File: config.mk
export PLATFORM = sky130hd
export DESIGN_NAME = rgb3c_lane
export DESIGN_NICKNAME = d
export VERILOG_FILES = /design/src/rgb_3x3_convolution_clamp_macros.svh /design/src/rgb3c_pkg.sv /design/src/rgb3c_lane.sv
export SDC_FILE = /design/constraint.sdc
export NUM_CORES = 2
export LEC_CHECK = 0
export BUFFER_PORTS_ARGS = -buffer_cell sky130_fd_sc_hd__buf_2
export CORE_MARGIN = 4
export CORE_UTILIZATION = 60
export CTS_CLUSTER_DIAMETER = 150
export DETAILED_ROUTE_END_ITERATION = 8
export GPL_TIMING_DRIVEN = 0
export PLACE_DENSITY = 0.84
export SYNTH_ARGS = -nofsm -noshare
export SYNTH_HDL_FRONTEND = slang
export SYNTH_SLANG_ARGS = --single-unit
export TNS_END_PERCENT = 100
File: constraint.sdc
create_clock -name clk -period 7.4 [get_ports clk]
set_input_delay 1.11 -clock clk [delete_from_list [all_inputs] [get_ports clk]]
set_output_delay 1.11 -clock clk [all_outputs]
set_load 0.03 [all_outputs]
File: src/rgb_3x3_convolution_clamp_macros.svh
// Assertion shorthands, clocked on clk and held off during rst.
`ifndef RGB_3X3_CONVOLUTION_CLAMP_MACROS_SVH
`define RGB_3X3_CONVOLUTION_CLAMP_MACROS_SVH

// same-cycle implication
`define RGB3C_ASSERT_IMP(name, ante, cons, msg) \
  name: assert property (@(posedge clk) disable iff (rst) (ante) |-> (cons)) \
    else $error(msg);

// next-cycle implication
`define RGB3C_ASSERT_NXT(name, ante, cons, msg) \
  name: assert property (@(posedge clk) disable iff (rst) (ante) |=> (cons)) \
    else $error(msg);

`endif

File: src/rgb3c_pkg.sv
`default_nettype none
package rgb3c_pkg;

  localparam int MAX_WIDTH_DEF  = 2048;
  localparam int COEF_FRAC_DEF  = 12;
  localparam int HEIGHT_LIMIT   = 4096;

  localparam int PIX_W    = 24;
  localparam int CHAN_W   = 8;
  localparam int COEF_W   = 18;
  localparam int KROW_W   = 54;
  localparam int IMG_W_W  = 12;
  localparam int IMG_H_W  = 13;
  localparam int ROW_W    = 13;
  localparam int PROD_W   = 27;
  localparam int RSUM_W   = 29;
  localparam int ACC_W    = 31;
  localparam int TAPS     = 9;
  localparam int LANES    = 3;

  localparam logic [CHAN_W-1:0] CHAN_MAX = 8'd255;

  localparam int CFG_ADDR_W = 6;
  localparam int CFG_DATA_W = 64;

  localparam logic [2:0] REG_KTOP   = 3'd0;
  localparam logic [2:0] REG_KMID   = 3'd1;
  localparam logic [2:0] REG_KBOT   = 3'd2;
  localparam logic [2:0] REG_WIDTH  = 3'd3;
  localparam logic [2:0] REG_HEIGHT = 3'd4;

  localparam logic [KROW_W-1:0]  KTOP_RST   = 54'd0;
  localparam logic [KROW_W-1:0]  KMID_RST   = 54'd1073741824;
  localparam logic [KROW_W-1:0]  KBOT_RST   = 54'd0;
  localparam logic [IMG_W_W-1:0] WIDTH_RST  = 12'd640;
  localparam logic [IMG_H_W-1:0] HEIGHT_RST = 13'd480;

  typedef struct packed {
    logic top;
    logic bottom;
    logic left;
    logic right;
  } mask_t;

  typedef struct packed {
    logic [CHAN_W-1:0] red;
    logic [CHAN_W-1:0] green;
    logic [CHAN_W-1:0] blue;
    logic              frame_end;
  } res_t;

  function automatic logic signed [COEF_W-1:0] coef_of(input logic [KROW_W-1:0] row,
                                                       input int col);
    coef_of = $signed(row[COEF_W*col +: COEF_W]);
  endfunction

endpackage
`default_nettype wire

File: src/rgb3c_lane.sv
`default_nettype none
module rgb3c_lane import rgb3c_pkg::*; #(
  parameter int COEF_FRAC_BITS = COEF_FRAC_DEF
) (
  input  wire logic                     clk,
  input  wire logic                     en,
  input  wire logic [CHAN_W-1:0]        taps  [TAPS],
  input  wire logic signed [COEF_W-1:0] coefs [TAPS],
  input  wire mask_t                    mask,
  output logic [CHAN_W-1:0]             res
);

  localparam int SH_W = ACC_W - COEF_FRAC_BITS;

  logic signed [COEF_W-1:0] kz        [TAPS];
  logic signed [PROD_W-1:0] prod_next [TAPS];
  logic signed [PROD_W-1:0] prod      [TAPS];
  logic signed [RSUM_W-1:0] rsum_next [3];
  logic signed [RSUM_W-1:0] rsum      [3];
  logic signed [ACC_W-1:0]  total;
  logic [SH_W-1:0]          sh;

  always_comb begin
    for (int r = 0; r < 3; r++) begin
      for (int c = 0; c < 3; c++) begin
        if ((r == 0 && mask.top) || (r == 2 && mask.bottom) ||
            (c == 0 && mask.left) || (c == 2 && mask.right)) begin
          kz[3*r+c]        = '0;
          prod_next[3*r+c] = '0;
        end else begin
          kz[3*r+c]        = coefs[3*r+c];
          prod_next[3*r+c] = $signed({1'b0, taps[3*r+c]}) * kz[3*r+c];
        end
      end
    end
  end

  always_comb begin
    for (int r = 0; r < 3; r++) begin
      rsum_next[r] = RSUM_W'(prod[3*r]) + RSUM_W'(prod[3*r+1]) + RSUM_W'(prod[3*r+2]);
    end
  end

  always_ff @(posedge clk) begin
    if (en) begin
      prod <= prod_next;
      rsum <= rsum_next;
    end
  end

  assign total = ACC_W'(rsum[0]) + ACC_W'(rsum[1]) + ACC_W'(rsum[2]);
  assign sh    = total[ACC_W-1:COEF_FRAC_BITS];

  always_comb begin
    if (total[ACC_W-1]) begin
      res = '0;
    end else if (|sh[SH_W-2:CHAN_W]) begin
      res = CHAN_MAX;
    end else begin
      res = sh[CHAN_W-1:0];
    end
  end

endmodule
`default_nettype wire

# Yosys cells after proc, flatten, opt, wreduce, memory -nomap -nowiden
# Cells that the tools add are included.
# word_totals
regBits,330
inputBits,240
out_inout_bits,8
elab_cells,36
# op_classes
n_addsub,8
n_mul,9
n_mux,2
n_reduce_logical,5
# op_table
op,count
9-bit by 18-bit multiplier with 27-bit output,9
28-bit by 27-bit adder with 29-bit output,3
27-bit by 27-bit adder with 28-bit output,3
30-bit by 29-bit adder with 31-bit output,1
29-bit by 29-bit adder with 30-bit output,1
8-bit 2-to-1 mux,2
10-bit OR reduction,1
1-bit logical OR,4

# Depth between registers and ports, before layout
# depth
depth_word,5
depth_mapped,22
ltp_nobuf,20

# Worst setup path after synthesis
# OpenSTA, ideal clock, no wires.
# synth_timing
path_kind,input -> register
startpoint,input taps[0] (netlist name)
endpoint,register prod[24] (netlist name) (data pin)
setup_ps,266
arrival_time_ps,6270
required_ps,7134
path_slack_ps,864
cell_stages,20
n_path_buf,2
path_cell_list,clkbuf_1 > clkbuf_1 > nand2_1 > fa_1 > inv_1 > fa_1 > fa_1 > inv_1 > fa_1 > inv_1 > ha_1 > and3_1 > a2111oi_0 > o21ai_0 > a41oi_1 > o31a_1 > a21oi_1 > a21oi_1 > xor2_1 > nor2_1
# synth_via
elab_chain_cells,1
# synth_rtl
element,line_no,text
"start, declared",rgb3c_lane.sv:7,"input wire logic [CHAN_W-1:0] taps [TAPS],"
9-bit by 18-bit multiplier with 27-bit output,rgb3c_lane.sv:32,"prod_next[3*r+c] = $signed({1'b0, taps[3*r+c]}) * kz[3*r+c];"
"end signal, assigned",rgb3c_lane.sv:46,prod <= prod_next;
"end, declared",rgb3c_lane.sv:17,logic signed [PROD_W-1:0] prod [TAPS];
# No other way between the ends.
# A chain may end at the register's enable or synchronous reset.

# Final worst setup path
# layout_timing
startpoint,input taps[1] (netlist name)
endpoint,register prod[26] (netlist name) (data pin)
# Same word-level chain as after synthesis.

==> metrics.txt <==
GR peak layer=met2; HP Class=reg2reg; Clock Latency Late Sink=between 0.5 and 0.6 ns; Worst Path Required=between 7 and 8 ns; most frequent cells in the layout=1554 x inv_1, 1138 x fa_1, 762 x and2_1, 659 x nand2_1, 596 x ha_1; top_reg_cell synth=edfxtp_1; post-place instance area=approximately 66000 µm²; Starting Density=0.608; Yosys top cell area share=0.360; post-synthesis sequential area ratio=0.157; slowest stage delay, CP=just under 0.7 ns; ratio of cells with drive above 1 in the final layout=0.0448; Crit Path Max Fanout=10; CTS root buffer=clkbuf_16; initial antenna violation count=19; largest net degree at the start of global routing=roughly 120; reg2reg end=rsum[84]; vias in the first global route=about 50000; antenna-violating nets left=0; Die X=about 330 µm; starting DRC count in detailed routing=between 2000 and 3000; syn_area_per_cell=~9.5 µm²; element type at the critical path end=register; row cnt=about 120; reg2reg start=prod[218]; Cells after DPL=roughly 8300; crit path DAT=between 7 and 8 ns; slew at the pin closest to its max-slew limit=roughly 0.98 ns; dominant delay contributor by cell family on the critical path=adder cells; post-synth top area cell=fa_1; Lkg Pwr=34.0 nW; fmax=approximately 140 MHz; Worst Reg-to-Reg Cells=12; Die Ht=between 300 and 400 µm; CP dominant cell by count=fa_1; Multi-input gate area=around 47000 µm²; Final Critical Period=a little over 7 ns; Power Total=slightly above 30 mW; DRT Pass-1 Iters=6; clk_skew=approximately 0.027 ns; max-slew violations=0; Syn. warnings=0; Max Cap Viol=0; flops & latches, synth=330; HPWL Detailed=124 mm; setup_tns=0 ns; outcome=complete, no violations; cell area power density=approximately 460 nW/µm²; gr usage total=0.271; main area contributors after synthesis=fa_1 36%, edfxtp_1 16%, ha_1 12%; CTS tree=built; CP cell instances=clkbuf_1 -> clkbuf_1 -> nand2_1 -> fa_1 -> inv_1 -> fa_1 -> fa_1 -> inv_1 -> fa_1 -> inv_1 -> ha_1 -> and3_1 -> a2111oi_1 -> o21ai_0 -> a41oi_1 -> o31a_1 -> a21oi_1 -> nand4_1 -> nand2_1 -> xnor2_1 -> nor2_1; met2 usage=0.480; clock slew at reported path FFs=roughly 0.06 ns; syn_nets=8657; CP startpoint=taps[1]; Max IR drop VDD=0.449 mV; fin cells=~8400; synth unique cells=71; CTS Buf Count=37; register area=roughly 9900 µm²; Layout Nets=a little under 9000; filler cell count=8007; Vias/cell=5.52; r2r setup slk=3.24 ns; crit path kind=in2reg; Critical Path Source Type=primary input; met1 GRT Util=0.339; # port buffers=approximately 210; slowest cell on the critical path=a2111oi_1; die area=111000 µm²; vias post-DR=46200; met3 Resource Use GR=0.0392; global-route wire length before repair=246 mm; Async SR Flop Fraction=0; CTS Buffer Depth=3; gpl congestion=~0.93; synthesized area=between 60000 and 70000 µm²; number of cells on the critical path=21; Routed WL=roughly 150 mm; DRC errors left=0; drt wl/cell=about 18 µm; Syn-to-layout area delta=6.64%; setup bufs post-CTS=0; Mapped Cells=6683; clock sinks=330; final period utilization=0.954; final-report hold violation count=0; final instance area=67500 µm²; Worst slew margin=0.339; Setup crit end=prod[26]; Core ar.=approximately 100000 µm²; Bufs and invs on worst path=5; # IOs=between 200 and 250; H-tree lvl count=2; Post-synth EDFFs=330; GR Overflow Total=0; leading cell type in the layout, fill and taps excluded=inv_1; setup violators final=0
==> state kept, by name (all words and copies together) (netlist names) <==
register and count:
prod 243, rsum 87
==> tightest hold or removal path, delay by kind of cell, from the launching register on <==
family     cells  cell delay (ns)
fa+ha+maj      2             0.28
flops          1             0.34
==> final cells by class <==
type / instances / share of cell area
Multi-Input combinational cell: 4666 / 0.697
Sequential cell: 330 / 0.147
Inverter: 1554 / 0.0865
Tap cell: 1380 / 0.0256
Timing Repair Buffer: 214 / 0.0167
Clock buffer: 44 / 0.0144
Buffer: 133 / 0.00749
Clock inverter: 23 / 0.00467
Antenna cell: 18 / 0.000668
==> synthesized netlist by cell type (all sizes together) (11+ instances only) <==
| cell | number |
|---|---|
| a2111oi | 14 |
| a211oi | 27 |
| a21boi | 11 |
| a21o | 95 |
| a21oi | 208 |
| a31oi | 25 |
| and2 | 763 |
| and3 | 32 |
| clkbuf | 130 |
| edfxtp | 330 |
| fa | 1138 |
| ha | 596 |
| inv | 1554 |
| nand2 | 659 |
| nand2b | 28 |
| nand3 | 45 |
| nor2 | 278 |
| nor2b | 50 |
| nor3 | 61 |
| o211ai | 11 |
| o21a | 42 |
| o21ai | 113 |
| o21bai | 25 |
| o31ai | 16 |
| or2 | 17 |
| or3 | 15 |
| xnor2 | 165 |
| xor2 | 106 |
==> power breakdown <==
part / internal, mW / switching [mW] / total (mW) / leakage (nW)
registers: 3.77 / 0.613 / 4.38 / 3.19
logic: 10.2 / 14.5 / 24.7 / 30.2
clock network: 1.19 / 0.783 / 1.98 / 0.631
total: 15.2 / 15.9 / 31.0 / 34.0
==> logic make-up (layout without fill, tap and decap cells) <==
kind of cell / count (synthesis) / in the layout / share of synthesized area
multiplexers: 4 / 4 / 0.000653
other: 0 / 18 / 0
adder cells (fa/ha/maj): 1734 / 1734 / 0.478
AO/OA/AOI/OAI: 662 / 662 / 0.0680
buffers and inverters: 1687 / 1968 / 0.100
AND/OR/NAND/NOR: 1995 / 1995 / 0.159
flip-flops: 330 / 330 / 0.157
XOR/XNOR: 271 / 271 / 0.0375
==> timing repair <==
item | in CTS | in global routing
hold buffers | 0 | 0
endpoints found under the setup margin | 0 | 5
gates resized for setup | 0 | 10
==> how the worst min path moves through the flow <==
stage / startpoint / slack, ns / to / cells past startpoint
global route: prod[55] / 0.78 / rsum[1] / 2
finish: prod[55] / 0.73 / rsum[1] / 2
global placement: prod[55] / 0.71 / rsum[1] / 2
detailed placement: prod[55] / 0.71 / rsum[1] / 2
CTS: prod[55] / 0.73 / rsum[1] / 2
floorplan: prod[55] / 0.68 / rsum[1] / 2
==> per-layer routing <==
layer  vias to the layer above  share of wire
met5                         -       0.000088
met3                       387          0.060
met2                      1567           0.51
met4                         2          0.041
li1                      21100              -
met1                     23100           0.39
==> stage by stage <==
step | hold slack (ns) | worst slack, ns | utilization
6_report | 0.730 | 0.337 | 0.648
5_1_grt | 0.779 | -0.00486 | 0.648
4_1_cts | 0.727 | 0.189 | 0.648
3_5_place_dp | 0.711 | -0.344 | 0.635
3_3_place_gp | 0.712 | -0.240 | 0.635
2_1_floorplan | 0.680 | 0.864 | -
No activity file was read; power rests on OpenSTA's default activity.
