==> src/rgb_3x3_convolution_clamp_macros.svh <==
// Assertion shorthands, clocked on clk and held off during rst.
`ifndef RGB_3X3_CONVOLUTION_CLAMP_MACROS_SVH
`define RGB_3X3_CONVOLUTION_CLAMP_MACROS_SVH

// same-cycle implication
`define RGB3C_ASSERT_IMP(name, ante, cons, msg) \
  name: assert property (@(posedge clk) disable iff (rst) (ante) |-> (cons)) \
    else $error(msg);

// next-cycle implication
`define RGB3C_ASSERT_NXT(name, ante, cons, msg) \
  name: assert property (@(posedge clk) disable iff (rst) (ante) |=> (cons)) \
    else $error(msg);

`endif

==> src/rgb3c_pkg.sv <==
`default_nettype none
package rgb3c_pkg;

  localparam int MAX_WIDTH_DEF  = 2048;
  localparam int COEF_FRAC_DEF  = 12;
  localparam int HEIGHT_LIMIT   = 4096;

  localparam int PIX_W    = 24;
  localparam int CHAN_W   = 8;
  localparam int COEF_W   = 18;
  localparam int KROW_W   = 54;
  localparam int IMG_W_W  = 12;
  localparam int IMG_H_W  = 13;
  localparam int ROW_W    = 13;
  localparam int PROD_W   = 27;
  localparam int RSUM_W   = 29;
  localparam int ACC_W    = 31;
  localparam int TAPS     = 9;
  localparam int LANES    = 3;

  localparam logic [CHAN_W-1:0] CHAN_MAX = 8'd255;

  localparam int CFG_ADDR_W = 6;
  localparam int CFG_DATA_W = 64;

  localparam logic [2:0] REG_KTOP   = 3'd0;
  localparam logic [2:0] REG_KMID   = 3'd1;
  localparam logic [2:0] REG_KBOT   = 3'd2;
  localparam logic [2:0] REG_WIDTH  = 3'd3;
  localparam logic [2:0] REG_HEIGHT = 3'd4;

  localparam logic [KROW_W-1:0]  KTOP_RST   = 54'd0;
  localparam logic [KROW_W-1:0]  KMID_RST   = 54'd1073741824;
  localparam logic [KROW_W-1:0]  KBOT_RST   = 54'd0;
  localparam logic [IMG_W_W-1:0] WIDTH_RST  = 12'd640;
  localparam logic [IMG_H_W-1:0] HEIGHT_RST = 13'd480;

  typedef struct packed {
    logic top;
    logic bottom;
    logic left;
    logic right;
  } mask_t;

  typedef struct packed {
    logic [CHAN_W-1:0] red;
    logic [CHAN_W-1:0] green;
    logic [CHAN_W-1:0] blue;
    logic              frame_end;
  } res_t;

  function automatic logic signed [COEF_W-1:0] coef_of(input logic [KROW_W-1:0] row,
                                                       input int col);
    coef_of = $signed(row[COEF_W*col +: COEF_W]);
  endfunction

endpackage
`default_nettype wire

==> src/rgb3c_if.sv <==
`default_nettype none


interface rgb3c_res_if;
  logic       valid;
  logic       ready;
  logic [7:0] out_red;
  logic [7:0] out_green;
  logic [7:0] out_blue;
  logic       frame_end;

  modport source (output valid, out_red, out_green, out_blue, frame_end, input ready);
  modport sink   (input valid, out_red, out_green, out_blue, frame_end, output ready);
endinterface
`default_nettype wire

==> src/rgb3c_merge.sv <==
`default_nettype none
`include "rgb_3x3_convolution_clamp_macros.svh"
module rgb3c_merge import rgb3c_pkg::*; (
  input  wire logic    clk,
  input  wire logic    rst,
  input  wire logic    in_valid,
  input  wire res_t    in_data,
  output logic         en,
  rgb3c_res_if.source  res
);

  res_t head;
  res_t skid;
  logic head_v;
  logic skid_v;

  assign en = !skid_v;

  always_ff @(posedge clk) begin
    if (rst) begin
      head_v <= 1'b0;
      skid_v <= 1'b0;
    end else if (skid_v) begin
      if (res.ready) begin
        head_v <= 1'b1;
        skid_v <= 1'b0;
      end
    end else if (in_valid) begin
      if (!head_v || res.ready) begin
        head_v <= 1'b1;
      end else begin
        skid_v <= 1'b1;
      end
    end else if (res.ready) begin
      head_v <= 1'b0;
    end
  end

  always_ff @(posedge clk) begin
    if (skid_v) begin
      if (res.ready) head <= skid;
    end else if (in_valid) begin
      if (!head_v || res.ready) begin
        head <= in_data;
      end else begin
        skid <= in_data;
      end
    end
  end

  assign res.valid     = head_v;
  assign res.out_red   = head.red;
  assign res.out_green = head.green;
  assign res.out_blue  = head.blue;
  assign res.frame_end = head.frame_end;

  `RGB3C_ASSERT_IMP(a_skid_behind_head, skid_v, head_v, "skid holds data with head empty")
  `RGB3C_ASSERT_NXT(a_result_lands, in_valid && !skid_v, head_v, "result lost at output")
  `RGB3C_ASSERT_NXT(a_skid_holds, skid_v && !res.ready, skid_v, "skid dropped while stalled")

endmodule
`default_nettype wire

==> src/flat_wrapper.sv <==
// flat-port wrapper written by rule: the top's interface ports become plain ports
module rgb3c_merge_flat import rgb3c_pkg::*;
  (clk, rst, in_valid, in_data, en, res_valid, res_out_red, res_out_green, res_out_blue, res_frame_end, res_ready);
  rgb3c_res_if res_i ();
  input  wire logic clk;
  input  wire logic rst;
  input  wire logic in_valid;
  input  wire res_t in_data;
  output logic en;
  output wire logic [$bits(res_i.valid)-1:0] res_valid;
  output wire logic [$bits(res_i.out_red)-1:0] res_out_red;
  output wire logic [$bits(res_i.out_green)-1:0] res_out_green;
  output wire logic [$bits(res_i.out_blue)-1:0] res_out_blue;
  output wire logic [$bits(res_i.frame_end)-1:0] res_frame_end;
  input wire logic [$bits(res_i.ready)-1:0] res_ready;
  assign res_valid = res_i.valid;
  assign res_out_red = res_i.out_red;
  assign res_out_green = res_i.out_green;
  assign res_out_blue = res_i.out_blue;
  assign res_frame_end = res_i.frame_end;
  assign res_i.ready = res_ready;
  rgb3c_merge u_core (.clk(clk), .rst(rst), .in_valid(in_valid), .in_data(in_data), .en(en), .res(res_i));
endmodule
==> config.mk <==
export PLATFORM = sky130hd
export DESIGN_NAME = rgb3c_merge_flat
export DESIGN_NICKNAME = d
export VERILOG_FILES = /design/src/rgb3c_pkg.sv /design/src/rgb3c_if.sv /design/src/rgb3c_merge.sv /design/src/flat_wrapper.sv
export VERILOG_INCLUDE_DIRS = /design/src /design/src/src
export SDC_FILE = /design/constraint.sdc
export NUM_CORES = 1
export LEC_CHECK = 0
export ABC_AREA = 1
export BUFFER_PORTS_ARGS = -buffer_cell sky130_fd_sc_hd__buf_2
export CORE_ASPECT_RATIO = 0.75
export CORE_MARGIN = 2
export CORE_UTILIZATION = 54
export CTS_CLUSTER_SIZE = 24
export DETAILED_ROUTE_END_ITERATION = 10
export GPL_ROUTABILITY_DRIVEN = 0
export PLACE_DENSITY_LB_ADDON = 0.3
export SLEW_MARGIN = 5
export SYNTH_ARGS = -nofsm -noshare
export SYNTH_HDL_FRONTEND = slang
export SYNTH_SLANG_ARGS = --single-unit
==> constraint.sdc <==
create_clock -name clk -period 3.3 [get_ports clk]
set_clock_uncertainty 0.1 [all_clocks]
set_input_delay 0.66 -clock clk [delete_from_list [all_inputs] [get_ports clk]]
set_output_delay 0.66 -clock clk [all_outputs]
set_load 0.005 [all_outputs]
* Yosys cells after proc, flatten, opt, wreduce, memory -nomap -nowiden
Index checks and enable logic that the tools add are counted.
Storage, ports and cells: register bits 52, input bits 29, output and inout port bits 27, logic and storage cells 36
Cells by class: equal/unequal tests 2, muxes and demuxes 13, bitwise logic cells 2, reductions and logical operators 9
Operators by type and width (count):
- 2-to-1 mux 25 bit | 4
- 2-to-1 mux 1 bit | 9
- AND reduction 3 bit | 3
- nonzero test 2 bit | 3
- inequality test 3 x 1 -> 1 bit, second input constant | 1
- zero test 1 bit | 2
- inequality test 2 bit, second input constant | 1
- inverter 1 bit | 2
- logical OR 1 bit | 1

* Logic depth before layout (Yosys ltp)
word-level depth 5, depth in mapped cells 5, depth with buffers taken out 4

* Worst setup path before layout
No wires, ideal clock.
path type in2reg, start input res_ready, end register u_core.head (netlist bit u_core.res.frame_end) (enable), setup time 0.407 ns, arrival 1.879 ns, data required time 2.793 ns, path slack 0.914 ns, cell stages on the path 4, path buffers 0, path through inv_1 -> nand2_1 -> nand2_1 -> nor2_1
On the way: cells in the longest elaborated chain, start to end 3
RTL lines:
- start, declared | RTL line flat_wrapper.sv:15 | input wire logic [$bits(res_i.ready)-1:0] res_ready;
- logical OR 1 bit | RTL line rgb3c_merge.sv:43 | if (!head_v || res.ready) begin
- nonzero test 2 bit (no source line)
- AND reduction 3 bit (no source line) (*)
- end signal, assigned | RTL line rgb3c_merge.sv:41 | if (res.ready) head <= skid;
- end signal, assigned | RTL line rgb3c_merge.sv:44 | head <= in_data;
- end, declared | RTL line rgb3c_merge.sv:12 | res_t head;
Mark *: on every way between the ends. The rest lies on a longest branch, timed or not. A chain may end at the register's enable or synchronous reset.

* Worst setup path after layout
start register u_core.skid_v, end output en
On the way: cells in the longest elaborated chain, start to end 1
RTL lines:
- start, declared | RTL line rgb3c_merge.sv:15 | logic skid_v;
- start signal, assigned | RTL line rgb3c_merge.sv:22 | skid_v <= 1'b0;
- start signal, assigned | RTL line rgb3c_merge.sv:26 | skid_v <= 1'b0;
- start signal, assigned | RTL line rgb3c_merge.sv:32 | skid_v <= 1'b1;
- zero test 1 bit | RTL line rgb3c_merge.sv:17 | assign en = !skid_v;
- end, declared | RTL line flat_wrapper.sv:9 | output logic en;
No other way between the ends.

==> results.yml <==
clock_tree:
  cts_buffer_depth: 2
  h-tree-depth: 2
  numCtsBuffers: 5
  cts.sinks: 52
  hold_buffers: 0
  worstSkewPairLatency_ns: 0.30
  path_clk_slew_ns: 0.09
  postCtsSetupBuffers: 0
  cts_tree: "built"
  clock-root-buffer: "clkbuf_8"
  cts-resized-gates: 0
logic_synthesis:
  synth-seq-cells: 52
  post_synth_num_cell_types: 10
  syn_avg_cell_area_sq_um: 13.2
  synth_nets: 176
  synthTopCellsByArea: "edfxtp_1, nand2_1, dfxtp_1"
  yosys.area.top_type: "edfxtp_1"
  yosysSeqAreaShare_pct: 79.5
  netlist_area_sq_mm: 0.00194
  synth_top_area_share_pct: 77.5
  yosys_warnings: 0
  postSynthCellCount: 147
layout:
  final_area_sq_mm: 0.00234
  nNetsFinal: 235
  insertedDiodeCount: 0
  drive_gt1_share_pct: 32.4
  instances_no_fill: 247
  synthToLayoutAreaGrowth_pct: 20.7
die:
  initial_utilization_pct: 57.8
  die_y_microns: 55.9
  ios: 56
  rows: 18
  die_area_sq_mm: 0.00409
  die_w_microns: 73.2
  core_area_sq_mm: 0.00336
grt:
  grt.overflow.total: 0
  top_usage_layer: "met2"
  grt_pass1_wl_microns: 5410
  grt_max_degree: 28
  met2_usage_pct: 29.9
  grt_pass1_vias: 1200
  grtUsageTotal_pct: 17.9
  grt.met3_usage_pct: 6.70
  grt_util_met1_pct: 21.6
  antenna_found_initial: 0
power_and_ir_drop:
  p_leak_uw: 0.00103
  power_density_mw_per_mm2: 552
  vdd_drop_max_v: 0.000480
min_path:
  min_from: "rst"
  hp-class: "in2reg"
critical_path:
  cp-start-kind: "flop"
  path_class: "reg2out"
  critPathCaptureType: "output port"
  critPathLaunch: "u_core.skid_v$_SDFF_PP0_"
  cp_slowest_cell: "dfxtp_1"
  cpPeakStageDelay_ns: 0.34
  critical_path_arrival_ns: 1.25
  r2r-start: "u_core.res.valid$_SDFFE_PP0P_"
  cp_max_fo: 27
  cp.buffers_inverters: 3
  worstPathCellList: "buf_4 > inv_6 > buf_2"
  critPathRequiredTime_ns: 2.54
  crit_family: "buffers and inverters"
place:
  post-place-ws_ns: 1.01
  dp.cells: 239
  io_buffer_count: 55
  dpl-instance-area_sq_mm: 0.00223
route:
  drtIter0Drc: 72
  viasPerCell: 5.10
  wl_per_cell_microns: 13.9
  first_pass_iters: 4
  drc_errors: 0
  antenna_left: 0
  finalWirelength_microns: 3430
  via_count: 1259
outcome:
  status: "completed"
timing:
  whs_ns: 0.423
  slew_viol_final: 0
  slew_headroom_pct: 37.2
  fin_ws_ns: 1.29
  worst_slew_pin_slew_ns: 0.941
  layout_worst_path_cycle_share_pct: 60.9
  finalCriticalPeriod_ns: 2.01
  rsz0062_at_grt: "no"
  finalHoldViolations: 0
  setup-tns-final_ns: 0
  fmax_mhz: 498
  setup-violations-final: 0
flow_run:
  cap_violations: 0
cell usage in the layout (no fill, tap or decap):
cell type,n
dfxtp_1,2
inv_6,1
nand2_2,1
edfxtp_1,50
clkinv_2,1
clkbuf_8,5
nor2_1,2
buf_4,2
inv_1,5
a21oi_1,2
clkbuf_1,1
nand2_1,78
buf_2,55
bufinv_16,1
nor2_2,1
cell type report:
cell class / instances / area [sq um]
Sequential cell: 52 / 1540
Fill cell: 245 / 1020
Multi-Input combinational cell: 84 / 323
Timing Repair Buffer: 57 / 290
Clock buffer: 6 / 72.6
Tap cell: 40 / 50.0
Clock inverter: 2 / 35.0
Inverter: 6 / 27.5
power by group:
part           total (uW)  internal (uW)  switching (uW)
registers             772            765            7.71
logic                97.5           39.9            57.6
clock network         421            225             196
total                1290           1030             261
state kept, by name (all words and copies together), names as in the netlist:
register / count
u_core.res.out_green: 8
u_core.res.out_red: 8
u_core.skid: 25
u_core.res.frame_end: 1
u_core.res.valid: 1
u_core.res.out_blue: 8
u_core.skid_v: 1
kinds of logic after synthesis:
kind of cell           after synthesis  synth area share [%]
buffers and inverters               11                  3.94
AO/OA/AOI/OAI                        2                 0.516
flip-flops                          52                  79.5
AND/OR/NAND/NOR                     82                  16.0
cells in the mapped netlist:
cell      instances
edfxtp_1         50
nand2_2           1
inv_1             5
buf_6             3
nand2_1          78
inv_6             1
a21oi_1           2
dfxtp_1           2
buf_4             2
nor2_1            3
metal layers:
metal / up-vias / wire (microns)
met3: 9 / 205
met1: 599 / 1390
li1: 602 / -
met2: 49 / 1780
met5: - / 0
met4: 0 / 57
per-stage QoR:
step | util, % | total power (uW)
after floorplan | - | 831
after global placement | 66.5 | 880
final | 69.7 | 1290
after global routing | 69.7 | 1330
after CTS | 69.7 | 1300
after detailed placement | 66.5 | 886
worst paths after layout:
kind | slack (ns) | endpoint | cells after the start
max | 1.29 | en | 3
min | 0.42 | u_core.skid_v$_SDFF_PP0_ | 2
max reg2reg | 1.42 | u_core.skid[7]$_DFFE_PP_ | 4
min reg2reg | 0.42 | u_core.res.out_green[7]$_DFFE_PP_ | 2
Power figures use the tool's default switching activity.
